===== config.mk =====
export PLATFORM = sky130hd
export DESIGN_NAME = base64_stream_encoder
export DESIGN_NICKNAME = d
export VERILOG_FILES = /design/src/rtl/b64s_pkg.sv /design/src/rtl/b64s_front.sv /design/src/rtl/b64s_queue.sv /design/src/rtl/b64s_back.sv /design/src/rtl/base64_stream_encoder.sv
export VERILOG_INCLUDE_DIRS = /design/src /design/src/rtl
export SDC_FILE = /design/constraint.sdc
export NUM_CORES = 1
export LEC_CHECK = 0
export ABC_CLOCK_PERIOD_IN_PS = 3900
export BUFFER_PORTS_ARGS = -buffer_cell sky130_fd_sc_hd__buf_4
export CAP_MARGIN = 30
export CORE_MARGIN = 2
export CORE_UTILIZATION = 50
export CTS_CLUSTER_SIZE = 10
export DETAILED_ROUTE_END_ITERATION = 10
export GPL_TIMING_DRIVEN = 1
export PLACE_DENSITY = 0.66
export SYNTH_ARGS = -nofsm -noshare
export SYNTH_HDL_FRONTEND = slang
export SYNTH_SLANG_ARGS = --single-unit
export TNS_END_PERCENT = 5

===== constraint.sdc =====
create_clock -name clk -period 3.9 [get_ports clk]
set_clock_uncertainty 0.15 [all_clocks]
set_input_delay 0.195 -clock clk [delete_from_list [all_inputs] [get_ports clk]]
set_output_delay 0.195 -clock clk [all_outputs]
set_load 0.01 [all_outputs]

===== src/rtl/base64_stream_encoder_defines.svh =====
// Assertion helpers shared by the encoder modules.
// Each macro expects signals named clk and rst_n in the scope where it is used.
`ifndef BASE64_STREAM_ENCODER_DEFINES_SVH
`define BASE64_STREAM_ENCODER_DEFINES_SVH

// A property that must hold at every clock edge outside reset.
`define B64S_ASSERT(name, prop, msg) \
  name: assert property (@(posedge clk) disable iff (!rst_n) (prop)) else $error(msg);

// A condition in one cycle that implies a result in the next cycle.
`define B64S_ASSERT_NEXT(name, ante, cons, msg) \
  name: assert property (@(posedge clk) disable iff (!rst_n) (ante) |=> (cons)) \
    else $error(msg);

`endif


===== src/rtl/b64s_pkg.sv =====
package b64s_pkg;

  // Work queue between the front and back halves.
  localparam int QDEPTH = 4;
  localparam int QAW    = $clog2(QDEPTH);
  localparam int QCW    = $clog2(QDEPTH + 1);

  localparam logic [7:0] CH_UPPER_A = 8'h41;
  localparam logic [7:0] CH_LOWER_A = 8'h61;
  localparam logic [7:0] CH_DIGIT_0 = 8'h30;
  localparam logic [7:0] CH_PLUS    = 8'h2B;
  localparam logic [7:0] CH_SLASH   = 8'h2F;
  localparam logic [7:0] CH_PAD     = 8'h3D;

  // Position of the next byte inside its three-byte group.
  typedef enum logic [2:0] {
    PH0 = 3'b001,
    PH1 = 3'b010,
    PH2 = 3'b100
  } phase_t;

  // One unit of work: the six-bit codes a byte completes, how many of them
  // are real, how many pad characters follow, and whether it ends the message.
  typedef struct packed {
    logic [5:0] sx0;
    logic [5:0] sx1;
    logic       two_sym;
    logic [1:0] n_pad;
    logic       fin;
  } job_t;

  function automatic logic [7:0] b64_char(input logic [5:0] six);
    logic [7:0] v;
    logic [7:0] ch;
    v = {2'b00, six};
    case (six) inside
      [6'd0:6'd25]:  ch = CH_UPPER_A + v;
      [6'd26:6'd51]: ch = CH_LOWER_A + (v - 8'd26);
      [6'd52:6'd61]: ch = CH_DIGIT_0 + (v - 8'd52);
      6'd62:         ch = CH_PLUS;
      default:       ch = CH_SLASH;
    endcase
    return ch;
  endfunction

endpackage


===== src/rtl/b64s_front.sv =====
`include "base64_stream_encoder_defines.svh"

module b64s_front (
  input  logic              clk,
  input  logic              rst_n,
  input  logic              in_tvalid,
  output logic              in_tready,
  input  logic [7:0]        in_data,
  input  logic              in_final,
  input  logic              q_ready,
  output logic              q_push,
  output b64s_pkg::job_t    q_job
);
  import b64s_pkg::*;

  phase_t     phase_r, phase_nxt;
  logic [3:0] carry_r, carry_nxt;
  job_t       job;

  assign in_tready = q_ready;
  assign q_push    = in_tvalid && q_ready;
  assign q_job     = job;

  always_comb begin
    job       = '0;
    job.fin   = in_final;
    phase_nxt = phase_r;
    carry_nxt = carry_r;
    case (phase_r)
      PH1: begin
        job.sx0 = {carry_r[1:0], in_data[7:4]};
        job.sx1 = {in_data[3:0], 2'b00};
        if (in_final) begin
          job.two_sym = 1'b1;
          job.n_pad   = 2'd1;
          phase_nxt   = PH0;
          carry_nxt   = '0;
        end else begin
          phase_nxt = PH2;
          carry_nxt = in_data[3:0];
        end
      end
      PH2: begin
        job.sx0     = {carry_r, in_data[7:6]};
        job.sx1     = in_data[5:0];
        job.two_sym = 1'b1;
        phase_nxt   = PH0;
        carry_nxt   = '0;
      end
      default: begin
        job.sx0 = in_data[7:2];
        job.sx1 = {in_data[1:0], 4'b0000};
        if (in_final) begin
          job.two_sym = 1'b1;
          job.n_pad   = 2'd2;
          phase_nxt   = PH0;
          carry_nxt   = '0;
        end else begin
          phase_nxt = PH1;
          carry_nxt = {2'b00, in_data[1:0]};
        end
      end
    endcase
  end

  always_ff @(posedge clk) begin
    if (!rst_n) begin
      phase_r <= PH0;
      carry_r <= '0;
    end else if (q_push) begin
      phase_r <= phase_nxt;
      carry_r <= carry_nxt;
    end
  end

  `B64S_ASSERT_NEXT(a_final_restarts, q_push && in_final, phase_r == PH0 && carry_r == 4'd0, "final byte did not restart the group")

endmodule


===== src/rtl/b64s_queue.sv =====
`include "base64_stream_encoder_defines.svh"

module b64s_queue (
  input  logic              clk,
  input  logic              rst_n,
  input  logic              push,
  output logic              ready,
  input  b64s_pkg::job_t    push_job,
  input  logic              pop,
  output logic              valid,
  output b64s_pkg::job_t    pop_job
);
  import b64s_pkg::*;

  job_t             mem_r [QDEPTH];
  logic [QAW-1:0]   wr_ptr_r, rd_ptr_r;
  logic [QCW-1:0]   cnt_r;
  logic             do_push, do_pop;

  assign ready   = (cnt_r != QCW'(QDEPTH));
  assign valid   = (cnt_r != '0);
  assign pop_job = mem_r[rd_ptr_r];
  assign do_push = push && ready;
  assign do_pop  = pop && valid;

  function automatic logic [QAW-1:0] ptr_inc(input logic [QAW-1:0] p);
    return (p == QAW'(QDEPTH - 1)) ? '0 : p + 1'b1;
  endfunction

  always_ff @(posedge clk) begin
    if (do_push) begin
      mem_r[wr_ptr_r] <= push_job;
    end
  end

  always_ff @(posedge clk) begin
    if (!rst_n) begin
      wr_ptr_r <= '0;
      rd_ptr_r <= '0;
      cnt_r    <= '0;
    end else begin
      if (do_push) begin
        wr_ptr_r <= ptr_inc(wr_ptr_r);
      end
      if (do_pop) begin
        rd_ptr_r <= ptr_inc(rd_ptr_r);
      end
      if (do_push && !do_pop) begin
        cnt_r <= cnt_r + 1'b1;
      end else if (do_pop && !do_push) begin
        cnt_r <= cnt_r - 1'b1;
      end
    end
  end

  `B64S_ASSERT(a_cnt_bound, cnt_r <= QCW'(QDEPTH), "queue count beyond depth")
  `B64S_ASSERT(a_no_overflow, !(push && !ready), "push into a full queue")

endmodule


===== src/rtl/b64s_back.sv =====
`include "base64_stream_encoder_defines.svh"

module b64s_back (
  input  logic              clk,
  input  logic              rst_n,
  input  logic              q_valid,
  input  b64s_pkg::job_t    q_job,
  output logic              q_pop,
  output logic              out_tvalid,
  input  logic              out_tready,
  output logic [7:0]        out_char,
  output logic              out_last
);
  import b64s_pkg::*;

  job_t       job_r, job_nxt;
  logic       busy_r, busy_nxt;
  logic [1:0] idx_r, idx_nxt;
  logic       out_valid_r, out_valid_nxt;
  logic [7:0] out_char_r, out_char_nxt;
  logic       out_last_r, out_last_nxt;

  logic       out_free, emit, at_end;
  logic [2:0] total;
  logic [7:0] cur_char;

  assign out_free = !out_valid_r || out_tready;
  assign emit     = busy_r && out_free;
  assign total    = 3'd1 + {2'b00, job_r.two_sym} + {1'b0, job_r.n_pad};
  assign at_end   = ({1'b0, idx_r} == total - 3'd1);
  assign q_pop    = q_valid && (!busy_r || (emit && at_end));

  always_comb begin
    if (idx_r == 2'd0) begin
      cur_char = b64_char(job_r.sx0);
    end else if (idx_r == 2'd1 && job_r.two_sym) begin
      cur_char = b64_char(job_r.sx1);
    end else begin
      cur_char = CH_PAD;
    end
  end

  always_comb begin
    job_nxt       = job_r;
    busy_nxt      = busy_r;
    idx_nxt       = idx_r;
    out_valid_nxt = out_valid_r;
    out_char_nxt  = out_char_r;
    out_last_nxt  = out_last_r;
    if (emit) begin
      out_valid_nxt = 1'b1;
      out_char_nxt  = cur_char;
      out_last_nxt  = job_r.fin && at_end;
      idx_nxt       = idx_r + 1'b1;
      if (at_end) begin
        busy_nxt = 1'b0;
      end
    end else if (out_tready) begin
      out_valid_nxt = 1'b0;
    end
    if (q_pop) begin
      job_nxt  = q_job;
      busy_nxt = 1'b1;
      idx_nxt  = '0;
    end
  end

  always_ff @(posedge clk) begin
    if (!rst_n) begin
      busy_r      <= 1'b0;
      idx_r       <= '0;
      out_valid_r <= 1'b0;
    end else begin
      busy_r      <= busy_nxt;
      idx_r       <= idx_nxt;
      out_valid_r <= out_valid_nxt;
    end
  end

  always_ff @(posedge clk) begin
    job_r      <= job_nxt;
    out_char_r <= out_char_nxt;
    out_last_r <= out_last_nxt;
  end

  assign out_tvalid = out_valid_r;
  assign out_char   = out_char_r;
  assign out_last   = out_last_r;

  `B64S_ASSERT(a_idx_in_job, !busy_r || ({1'b0, idx_r} < total), "character index past end of job")
  `B64S_ASSERT_NEXT(a_last_marked, emit && at_end && job_r.fin, out_valid_r && out_last_r, "message end not flagged on output")

endmodule


===== src/rtl/base64_stream_encoder.sv =====
// Channel | Direction | tdata (low bit up)   | tlast        | Notes
// in_     | input     | [7:0] data_byte      | final_byte   | one raw byte per item
// out_    | output    | [7:0] out_char       | out_last     | one ASCII character per item
//
// The output runs at one character per cycle while out_tready is high; a byte yields one or two
// characters, and a final byte up to four, so the output port sets the sustained rate.
// A byte that finds the path empty passes through a queue entry, the back half's job register
// and its output register before its first character shows on the output.
// Reset is synchronous and active low; it returns the encoder to the start of a group.
// A four-entry work queue lets the input keep taking bytes while the output stalls.

module base64_stream_encoder (
  input  logic       clk,
  input  logic       rst_n,
  input  logic       in_tvalid,
  output logic       in_tready,
  input  logic [7:0] in_tdata,   // [7:0] data_byte
  input  logic       in_tlast,   // final_byte
  output logic       out_tvalid,
  input  logic       out_tready,
  output logic [7:0] out_tdata,  // [7:0] out_char
  output logic       out_tlast   // out_last
);
  import b64s_pkg::*;

  // The front half tracks the group position and the leftover bits of the
  // previous byte, and turns each accepted byte into a job: the six-bit codes
  // it completes plus the number of pad characters owed at the message end.
  logic q_ready, q_push, q_valid, q_pop;
  job_t push_job, pop_job;

  b64s_front u_front (
    .clk       (clk),
    .rst_n     (rst_n),
    .in_tvalid (in_tvalid),
    .in_tready (in_tready),
    .in_data   (in_tdata),
    .in_final  (in_tlast),
    .q_ready   (q_ready),
    .q_push    (q_push),
    .q_job     (push_job)
  );

  // Jobs wait here so that a stalled output never blocks the input directly.
  b64s_queue u_queue (
    .clk      (clk),
    .rst_n    (rst_n),
    .push     (q_push),
    .ready    (q_ready),
    .push_job (push_job),
    .pop      (q_pop),
    .valid    (q_valid),
    .pop_job  (pop_job)
  );

  // The back half maps codes to the alphabet and plays each job out one
  // character at a time through a registered output stage. It loads the next job, if the queue
  // holds one, in the same cycle it sends the last character of the current one.
  b64s_back u_back (
    .clk        (clk),
    .rst_n      (rst_n),
    .q_valid    (q_valid),
    .q_job      (pop_job),
    .q_pop      (q_pop),
    .out_tvalid (out_tvalid),
    .out_tready (out_tready),
    .out_char   (out_tdata),
    .out_last   (out_tlast)
  );

endmodule


# --- Yosys cells after proc, flatten, opt, wreduce, memory -nomap -nowiden ---
# Memories as Yosys holds them, arrays and structs flattened. A register that Yosys moved wholly into a read port is not among the register bits.
# Index checks and enable logic that the tools add are counted.
classes:
  addsub: 18
  multipliers: 0
  div: 0
  magnitude_cmp: 12
  n_eq_ne: 9
  n_shift: 0
  muxes: 31
  bitwise_logic: 1
  n_reduce_logical: 30
op_table:
  columns: ["op", "n"]
  rows:
  - ["$mux 8", 8]
  - ["$pmux 13 s2", 1]
  - ["$le 6x6->1 const B", 4]
  - ["$mux 3", 7]
  - ["$add 6x8->8 const A", 2]
  - ["$add 7x6->8 const A", 2]
  - ["$add 7x8->8 const A", 2]
  - ["$logic_and 1x1->1", 16]
  - ["$sub 6x5->7 const B", 2]
  - ["$sub 6x6->7 const B", 2]
  - ["$eq 6x6->1 const B", 2]
  - ["$ge 6x1->1 const B", 2]
  - ["$ge 6x5->1 const B", 2]
  - ["$ge 6x6->1 const B", 2]
  - ["$le 6x5->1 const B", 2]
  - ["$mux 2", 4]
  - ["$pmux 4 s2", 1]
  - ["$reduce_bool 2->1", 4]
  - ["$mux 1", 7]
  - ["$add 2x1->2 const B", 3]
  - ["$pmux 3 s2", 1]
  - ["$sub 3x1->3 const B", 2]
  - ["$eq 2x2->1 const B", 2]
  - ["$logic_not 1->1", 4]
  - ["16 further kinds", 17]
word_totals:
  register_bits: 27
  latch_bits: 0
  ram_bits: 64
  rom_bits: 0
  out_inout_bits: 11
  word_cells: 112
  n_memories: 1
mem_list:
  columns: ["memory", "depth", "word_bits", "rd", "rd_clocked_by_memory_dff", "write_ports", "line_no", "rtl"]
  rows:
  - ["u_queue.mem_r", 4, 16, 1, 1, 1, "b64s_queue.sv:15", "job_t mem_r [QDEPTH];"]

# --- Depth between registers and ports, before layout ---
# Gate-level depths: netlist of run 1.
depth:
  word_depth: 11
  depth_mapped: 13
  mapped_depth_nobuf: 13

# --- Hierarchy ---
# From an unflattened synthesis of run 1, not the netlist that was laid out.
unflattened:
  cells_unflattened: 462
  area_unflattened_um2: 5939.4
by_module_without_submodules:
  columns: ["module", "n_inst", "cells_each", "area_per_inst_um2", "seq_area_each_um2"]
  rows:
  - ["b64s_queue", 1, 135, 2795.2, 2102.0]
  - ["b64s_back", 1, 261, 2560.0, 830.8]
  - ["b64s_front", 1, 66, 584.3, 140.1]

# --- Least setup slack after synthesis of run 1 ---
# OpenSTA, ideal clock, no wires.
synth_timing:
  path_kind: "register -> register"
  start: "reg, netlist name u_back.job_r[3]"
  end: "reg u_queue.cnt_r[2]"
  arrival_ps: 2686
  required_time_ps: 3674
  setup_slack_ps: 989
  stages_incl_launch_ff: 14
  period_less_slack_ps: 2911
  path_cell_list: "edfxtp_1 inv_1 ha_1 inv_1 ha_1 xor2_1 o41ai_2 o31ai_1 ha_1 inv_1 fa_1 xor2_1 or3_1 a21boi_0"
synth_via:
  elab_chain_len: 11
synth_lines:
  columns: ["element", "line_no", "rtl"]
  rows:
  - ["$add 1x1->2 (*)", "b64s_back.sv:29", "assign total = 3'd1 + {2'b00, job_r.two_sym} + {1'b0, job_r.n_pad};"]
  - ["$add 3x2->3 (*)", "b64s_back.sv:29", null]
  - ["$sub 3x1->3 (*)", "b64s_back.sv:30", "assign at_end = ({1'b0, idx_r} == total - 3'd1);"]
  - ["$eq 2x3->1 (*)", "b64s_back.sv:30", null]
  - ["$logic_and 1x1->1 (*)", "b64s_back.sv:31", "assign q_pop = q_valid && (!busy_r || (emit && at_end));"]
  - ["$logic_or 1x1->1 (*)", "b64s_back.sv:31", null]
  - ["$logic_and 1x1->1 (*)", "b64s_back.sv:31", null]
  - ["$logic_and 1x1->1 (*)", "b64s_queue.sv:24", "assign do_pop = pop && valid;"]
  - ["$logic_not 1->1", "b64s_queue.sv:48", "if (do_push && !do_pop) begin"]
  - ["$logic_and 1x1->1", "b64s_queue.sv:48", null]
  - ["$mux 3 or $reduce_bool 2->1 (tied branches)", null, null]
  - ["end signal, assigned", "b64s_queue.sv:49", "cnt_r <= cnt_r + 1'b1;"]
  - ["end signal, assigned", "b64s_queue.sv:51", "cnt_r <= cnt_r - 1'b1;"]
  - ["end, declared", "b64s_queue.sv:17", "logic [QCW-1:0] cnt_r;"]
# Every way passes the cells marked *; elsewhere a longest branch is shown, timed or not.
# A chain may end at the register's enable or synchronous reset.

# --- Final worst setup path of run 1 ---
layout_timing:
  start: "reg, netlist name u_back.job_r[3]"
  end: "reg u_queue.cnt_r[2]"
layout_via:
  elab_chain_len: 11
layout_lines:
  columns: ["element", "line_no"]
  rows:
  - ["$add 1x1->2 (*)", "b64s_back.sv:29"]
  - ["$add 3x2->3 (*)", "b64s_back.sv:29"]
  - ["$sub 3x1->3 (*)", "b64s_back.sv:30"]
  - ["$eq 2x3->1 (*)", "b64s_back.sv:30"]
  - ["$logic_and 1x1->1 (*)", "b64s_back.sv:31"]
  - ["$logic_or 1x1->1 (*)", "b64s_back.sv:31"]
  - ["$logic_and 1x1->1 (*)", "b64s_back.sv:31"]
  - ["$logic_and 1x1->1 (*)", "b64s_queue.sv:24"]
  - ["$logic_not 1->1", "b64s_queue.sv:48"]
  - ["$logic_and 1x1->1", "b64s_queue.sv:48"]
  - ["$mux 3 or $reduce_bool 2->1 (tied branches)", null]
# Marks and branches as above.

==> results of run 1 <==
-- flip-flops by register name (all words and copies together) (netlist names) --
signal	flops
u_front.phase_r	3
u_queue.wr_ptr_r	2
u_back.job_r	16
u_queue.cnt_r	3
u_back.out_char	8
u_queue.mem_r	64
u_back.out_last	1
u_back.out_tvalid	1
u_queue.rd_ptr_r	2
u_back.busy_r	1
u_back.idx_r	2
u_front.carry_r	4
-- cell type report --
class	instances	area [um^2]	area share, %
clock inverters	5	30.0	0.490
flip-flops and latches	107	3030	49.5
repair buffers	32	255	4.17
multi-input cells	298	2390	39.1
well taps	140	175	2.86
inverters	28	105	1.72
clock buffers	11	131	2.15
-- critical path: stages, from the launching register on --
cell and delay, ps:
edfxtp_1 400, inv_1 60, ha_1 260, inv_1 40
ha_1 290, xor2_1 210, o41ai_2 100, o31ai_1 200
ha_1 320, inv_1 60, fa_1 370, xor2_1 170
or3_1 300, a21boi_0 160
-- logic make-up after synthesis --
logic type | after synthesis | synth area share, %
and+or+nand+nor | 123 | 10.8
DFF | 107 | 54.1
AOI/OAI and AO/OA | 86 | 11.2
buffers and inverters | 43 | 3.26
adders and majority gates | 40 | 9.06
xor gates and xnor gates | 30 | 4.68
muxes | 19 | 6.98
-- cell usage after synthesis, drive strengths merged (2+ instances only) --
cell type,number
nand2b,7
mux2i,2
a211oi,2
nor3b,4
ha,39
and3,4
inv,28
nand2,49
a21o,2
nor2b,11
o211ai,2
buf,6
o21ai,17
o21a,2
a21boi,6
nand3,9
edfxtp,89
nor2,18
xor2,11
a22o,3
dfxtp,18
or3,4
a32oi,3
mux4,16
a21oi,15
xnor2,19
nor3,4
a22oi,13
and2,7
a31oi,6
clkbuf,9
nand4,2
o221ai,2
-- through the flow --
step                instance area, um^2  setup slack (ps)  util, %  hold WS (ps)
floorplan                          5610               989        -           144
global placement                   5900               884     54.2           296
detailed placement                 5900               750     54.2           299
CTS                                6120               720     56.2          4.64
global route                       6120               423     56.2          21.1
finish                             6120               735     56.2          15.8
-- cell usage in the layout, fill, tap and decap left out, drive strengths merged, types with 6 or more instances in the layout --
master and instances:
a21boi 6, xor2 11, nand2 49, a22oi 13
inv 28, a21oi 15, edfxtp 89, nand2b 7
mux4 16, xnor2 19, nor2b 11, dfxtp 18
clkbuf 11, o21ai 17, ha 39, nand3 9
and2 7, buf 26, nor2 18, dlygate4sd3 6
a31oi 6
-- how the worst max path moves through the flow --
stage	from	endpoint	slack [ps]	depth (start not counted)
2_1_floorplan	u_back.job_r[3]$_DFFE_PP_	u_queue.cnt_r[2]$_SDFFE_PN0P_	990	13
3_3_place_gp	u_back.job_r[3]$_DFFE_PP_	u_queue.cnt_r[2]$_SDFFE_PN0P_	880	13
3_5_place_dp	u_back.job_r[3]$_DFFE_PP_	u_queue.cnt_r[2]$_SDFFE_PN0P_	750	13
4_1_cts	u_back.job_r[3]$_DFFE_PP_	u_queue.cnt_r[2]$_SDFFE_PN0P_	720	13
5_1_grt	u_back.job_r[3]$_DFFE_PP_	u_queue.cnt_r[2]$_SDFFE_PN0P_	420	13
6_report	u_back.job_r[3]$_DFFE_PP_	u_queue.cnt_r[2]$_SDFFE_PN0P_	730	13
-- routing by layer --
layer,up-vias,share of wire (%),global-route usage (%)
li1,1702,-,-
met1,1714,46,24.5
met2,65,50,30.9
met3,12,2.9,3.56
met4,0,1.5,5.70
met5,-,0,0
-- report_power, final --
group          internal [mW]  switching (mW)  total (mW)
sequential              1.59           0.246        1.84
combinational           1.02            1.30        2.32
clock                  0.230           0.351       0.581
total                   2.85            1.89        4.74
-- timing repair --
| item | in CTS | in global routing |
|---|---|---|
| endpoints found under the hold margin | 11 | 0 |
| setup buffers | 0 | 0 |
| hold buffers | 6 | 0 |
| gates resized for setup | 0 | 0 |
==> flow_metrics.env, run 1 <==
export IMPL_cts_sinks=107
export IMPL_cts_made_buffers=9
export IMPL_grt_pass1_vias=3470
export IMPL_wl_um=10200
export IMPL_synth_edf_count=89
export IMPL_final_setup_tns_ps=0
export IMPL_finalMaxSlewViolations=0
export IMPL_drt_initial_drc_count=132
export IMPL_cts_tree="yes"
export IMPL_clockBufferDepth=2
export IMPL_fill_cells=914
export IMPL_hold_class="in2reg"
export IMPL_rows=38
export IMPL_grt_pass1_wl_um=17000
export IMPL_wl_per_cell_um=16.4
export IMPL_io_pins=24
export IMPL_clk_pin_slew_worst_paths_ps=100
export IMPL_instances_no_fill=621
export IMPL_antenna_found_initial=0
export IMPL_htreeDepth=3
export IMPL_synth_area_um2=5610
export IMPL_reg2reg_depth=13
export IMPL_fmax_mhz=316
export IMPL_synthCells=448
export IMPL_netlist_area_leader_share_pct=47.6
export IMPL_required_ps=4040
export IMPL_syn_nets=501
export IMPL_dr_total_vias=3493
export IMPL_finish_net_count=529
export IMPL_min_path_cells=3
export IMPL_synth_ff_latch_count=107
export IMPL_cp_arrival_ps=3310
export IMPL_dpl_cell_count=599
export IMPL_grt_max_degree=20
export IMPL_postRouteAntennaNets=0
export IMPL_ys_flop_type="edfxtp_1"
export IMPL_end_kind="register"
export IMPL_grt_usage_pct=18.5
export IMPL_dr_pass1_iters=4
export IMPL_reg2reg_from="u_back.job_r[3]$_DFFE_PP_"
export IMPL_vdd_ir_drop_worst_mv=0.349
export IMPL_die_w_um=110
export IMPL_slew_headroom_pct=42.7
export IMPL_initial_core_util_pct=51.5
export IMPL_hp_start="out_tready"
export IMPL_netlist_top_cells_area="edfxtp_1 (48%), ha_1 (8.7%), dfxtp_1 (6.4%)"
export IMPL_crit_path_start_kind="register"
export IMPL_rr_endpoint="u_queue.cnt_r[2]$_SDFFE_PN0P_"
export IMPL_area_delta_synth_final_pct=9.17
export IMPL_finalWeightedCongestion=0.930
export IMPL_rsz0062_at_grt="no"
export IMPL_hold_path_end="u_back.out_tvalid$_SDFFE_PN0P_"
export IMPL_p_leak_nw=2.25
export IMPL_status="complete, no violations"
export IMPL_cap_violations=0
export IMPL_via_per_inst=5.62
export IMPL_diodes=0
export IMPL_seq_area_frac_synth_pct=54.1
export IMPL_ys_warn_count=0
export IMPL_tightest_slew_ps=859
export IMPL_yosysTopAreaCell="edfxtp_1"
export IMPL_root_buffer="clkbuf_8"
export IMPL_synth_cell_types=62
export IMPL_coreArea_um2=10900
export IMPL_fin_crit_ps=3170
export IMPL_period_share_pct=81.2
export IMPL_finalHoldViolations=0
export IMPL_insertion_delay_ps=360
export IMPL_p_per_area_nw_per_um2=774
export IMPL_grt_ovfl_total=0
export IMPL_dp_hpwl_um=7290
export IMPL_avgSynthCellArea_um2=12.5
export IMPL_dieHeight_um=110
export IMPL_synthArstFlopShare_pct=0
export IMPL_finalSetupViolCount=0
export IMPL_die_area_um2=12100
export IMPL_numPortBuffers=23
export IMPL_drive_above_1_share_pct=15.0
export IMPL_fin_total_pwr_mw=4.74
export IMPL_crit_type="reg2reg"
export IMPL_crit_path_max_fanout=6
export IMPL_drc_errors=0
export IMPL_regToRegSetupSlack_ps=730
Power figures use the tool's default switching activity.
==> run 2, diff against run 1 <==
--- a/config.mk
+++ b/config.mk
@@ -6,7 +6,8 @@
 export SDC_FILE = /design/constraint.sdc
 export NUM_CORES = 1
 export LEC_CHECK = 0
-export ABC_CLOCK_PERIOD_IN_PS = 3900
+export ABC_AREA = 1
+export ABC_CLOCK_PERIOD_IN_PS = 3000
 export BUFFER_PORTS_ARGS = -buffer_cell sky130_fd_sc_hd__buf_4
 export CAP_MARGIN = 30
 export CORE_MARGIN = 2
==> constraint.sdc (replaced) <==
create_clock -name clk -period 3 [get_ports clk]
set_clock_uncertainty 0.15 [all_clocks]
set_input_delay 0.15 -clock clk [delete_from_list [all_inputs] [get_ports clk]]
set_output_delay 0.15 -clock clk [all_outputs]
set_load 0.01 [all_outputs]
==> flow_metrics.env, run 2 <==
export IMPL_slowest_stage="fa_1"
export IMPL_syn_nets=692
export IMPL_area_delta_synth_final_pct=11.3
export IMPL_cp_arrival_ps=2820
export IMPL_htreeDepth=3
export IMPL_finalSetupViolCount=0
export IMPL_rsz0062_at_grt="no"
export IMPL_avgSynthCellArea_um2=9.18
export IMPL_seq_area_frac_synth_pct=51.7
export IMPL_yosysTopAreaCell="edfxtp_1"
export IMPL_p_leak_nw=2.75
export IMPL_post_dp_cell_area_um2=6170
export IMPL_crit_buf_inv=3
export IMPL_via_per_inst=5.24
export IMPL_insertion_delay_ps=340
export IMPL_crit_type="reg2reg"
export IMPL_grt_pass1_wl_um=19700
export IMPL_period_share_pct=91.6
export IMPL_finalHoldViolations=0
export IMPL_clk_pin_slew_worst_paths_ps=70
export IMPL_hold_class="in2reg"
export IMPL_layout_commonest_cell="nand2_1"
export IMPL_root_buffer="clkbuf_16"
export IMPL_diodes=0
export IMPL_dr_total_vias=4294
export IMPL_finish_net_count=725
export IMPL_synth_cell_types=35
export IMPL_synth_edf_count=89
export IMPL_numPortBuffers=23
export IMPL_cap_violations=0
export IMPL_crit_path_start_kind="register"
export IMPL_fin_crit_ps=2750
export IMPL_initial_core_util_pct=51.4
export IMPL_drive_above_1_share_pct=11.7
export IMPL_crit_path_max_fanout=3
export IMPL_clockBufferDepth=2
export IMPL_vdd_ir_drop_worst_mv=0.520
export IMPL_synth_common_cells="nand2_1 (129), edfxtp_1 (89), nor2_1 (77), inv_1 (74), o21ai_0 (42)"
export IMPL_ys_warn_count=0
export IMPL_wl_per_cell_um=14.2
export IMPL_synthArstFlopShare_pct=0
export IMPL_tightest_slew_ps=897
export IMPL_netlist_area_leader_share_pct=45.6
export IMPL_fin_area_um2=6530
export IMPL_ys_flop_type="edfxtp_1"
export IMPL_final_setup_tns_ps=0
export IMPL_required_ps=3070
export IMPL_dp_hpwl_um=8370
export IMPL_coreArea_um2=11400
export IMPL_drt_initial_drc_count=271
export IMPL_grt_max_degree=36
export IMPL_synth_most_common_cell="nand2_1"
export IMPL_die_w_um=112
export IMPL_largest_register="u_queue.mem_r"
export IMPL_finalMaxSlewViolations=0
export IMPL_status="complete, no violations"
export IMPL_io_pins=24
export IMPL_finalWeightedCongestion=0.945
export IMPL_cts_made_buffers=9
export IMPL_dr_pass1_iters=4
export IMPL_p_per_area_nw_per_um2=1050
export IMPL_postRouteAntennaNets=0
export IMPL_fmax_mhz=364
export IMPL_crit_chain="inv_1 -> ha_1 -> inv_1 -> ha_1 -> xnor2_1 -> nand3_1 -> o21ai_1 -> nand2_2 -> ha_1 -> inv_1 -> fa_1 -> a21oi_1 -> o21ai_0 -> o21ai_0 -> a21oi_1"
export IMPL_synthCells=639
export IMPL_fill_cells=1024
export IMPL_largest_reg_flops=64
export IMPL_cpPeakStageDelay_ps=370
export IMPL_synth_ff_latch_count=107
export IMPL_grt_ovfl_total=0
export IMPL_slew_headroom_pct=40.2
export IMPL_cts_sinks=107
export IMPL_netlist_top_cells_area="edfxtp_1 (46%), ha_1 (8.3%), nand2_1 (8.3%)"
export IMPL_grt_usage_pct=19.6
export IMPL_rows=39
export IMPL_antenna_found_initial=0
export IMPL_wl_um=11700
export IMPL_grt_pass1_vias=4125
export IMPL_cp_top_family="adder cells"
export IMPL_cts_tree="yes"
export IMPL_drc_errors=0
export IMPL_dieHeight_um=112
export IMPL_synth_area_um2=5860
export IMPL_die_area_um2=12600
export IMPL_end_kind="register"
export IMPL_final_cell_mix="nand2_1 (128), edfxtp_1 (89), nor2_1 (77)"
==> run 2: cell count changes after synthesis, sizes merged, moves of 8 or more <==
cell,change
mux4,-16
nand2,+94
xnor2,-10
a21oi,+8
nor2,+63
nand3,+23
inv,+56
nor2b,-11
o22ai,+20
o21ai,+32
a22oi,-12
==> run 2: what timing repair did <==
item	in CTS	in global routing
endpoints found under the hold margin	18	0
buffers inserted	0	2
gates resized for setup	0	1
hold buffers	7	0
endpoints found under the setup margin	0	2
==> run 2: cells by family after synthesis <==
family / Yosys count / share of synthesized area (%)
compound gates: 107 / 10.5
buf+inv: 101 / 7.02
flops: 107 / 51.7
fa+ha+maj: 40 / 8.66
simple gates: 268 / 19.7
xor+xnor: 16 / 2.39
==> run 2: power breakdown <==
part	switching, mW	internal [mW]	total [mW]
Clock	0.502	0.585	1.09
Sequential	0.303	2.09	2.40
Combinational	2.17	1.22	3.38
Total	2.97	3.90	6.87
==> run 2: layout make-up <==
type | instances | area, um^2 | share of cell area [%]
Clock buffer | 12 | 246 | 3.78
Clock inverter | 4 | 26.3 | 0.402
Inverter | 85 | 319 | 4.89
Multi-Input combinational cell | 431 | 2420 | 37.1
Sequential cell | 107 | 3030 | 46.5
Tap cell | 143 | 179 | 2.74
Timing Repair Buffer | 38 | 303 | 4.64
==> run 2: path summary, 6_finish.rpt <==
check / to / slack (ps) / depth (start not counted) / from
worst min-delay path: u_queue.mem_r[1][12]$_DFFE_PP_ / 60 / 3 / in_tdata[4]
worst max register to register: u_queue.cnt_r[2]$_SDFFE_PN0P_ / 250 / 15 / u_back.job_r[3]$_DFFE_PP_
worst max-delay path: u_queue.cnt_r[2]$_SDFFE_PN0P_ / 250 / 15 / u_back.job_r[3]$_DFFE_PP_
worst min register to register: u_front.carry_r[3]$_SDFFE_PN0P_ / 320 / 2 / u_front.carry_r[3]$_SDFFE_PN0P_
==> run 2: worst register-to-register path: cells and delay by family (launching register included) <==
family	cells	cell delay, ps
buf+inv	3	160
compound gates	5	570
simple gates	2	200
flops	1	340
fa+ha+maj	4	1080
xor+xnor	1	130
==> run 2: per-layer routing <==
layer  vias to the layer above  part of all wire [%]  GRT usage, %
met2                        71                    49          33.4
li1                       2204                     -             -
met1                      2009                    47          26.2
met5                         -                     0             0
met3                        10                   3.2          2.75
met4                         0                   1.1          6.10
==> run 2: per-stage QoR <==
stage	worst slack (ps)	cells	power, mW	util (%)	hold WS (ps)
after floorplan	372	639	4.96	-	76.2
after global placement	244	795	5.68	54.0	233
after detailed placement	134	795	5.77	54.0	238
after CTS	95.5	818	6.87	57.0	48.6
after global routing	20.7	820	7.49	57.2	68.0
final	251	820	6.87	57.2	57.6
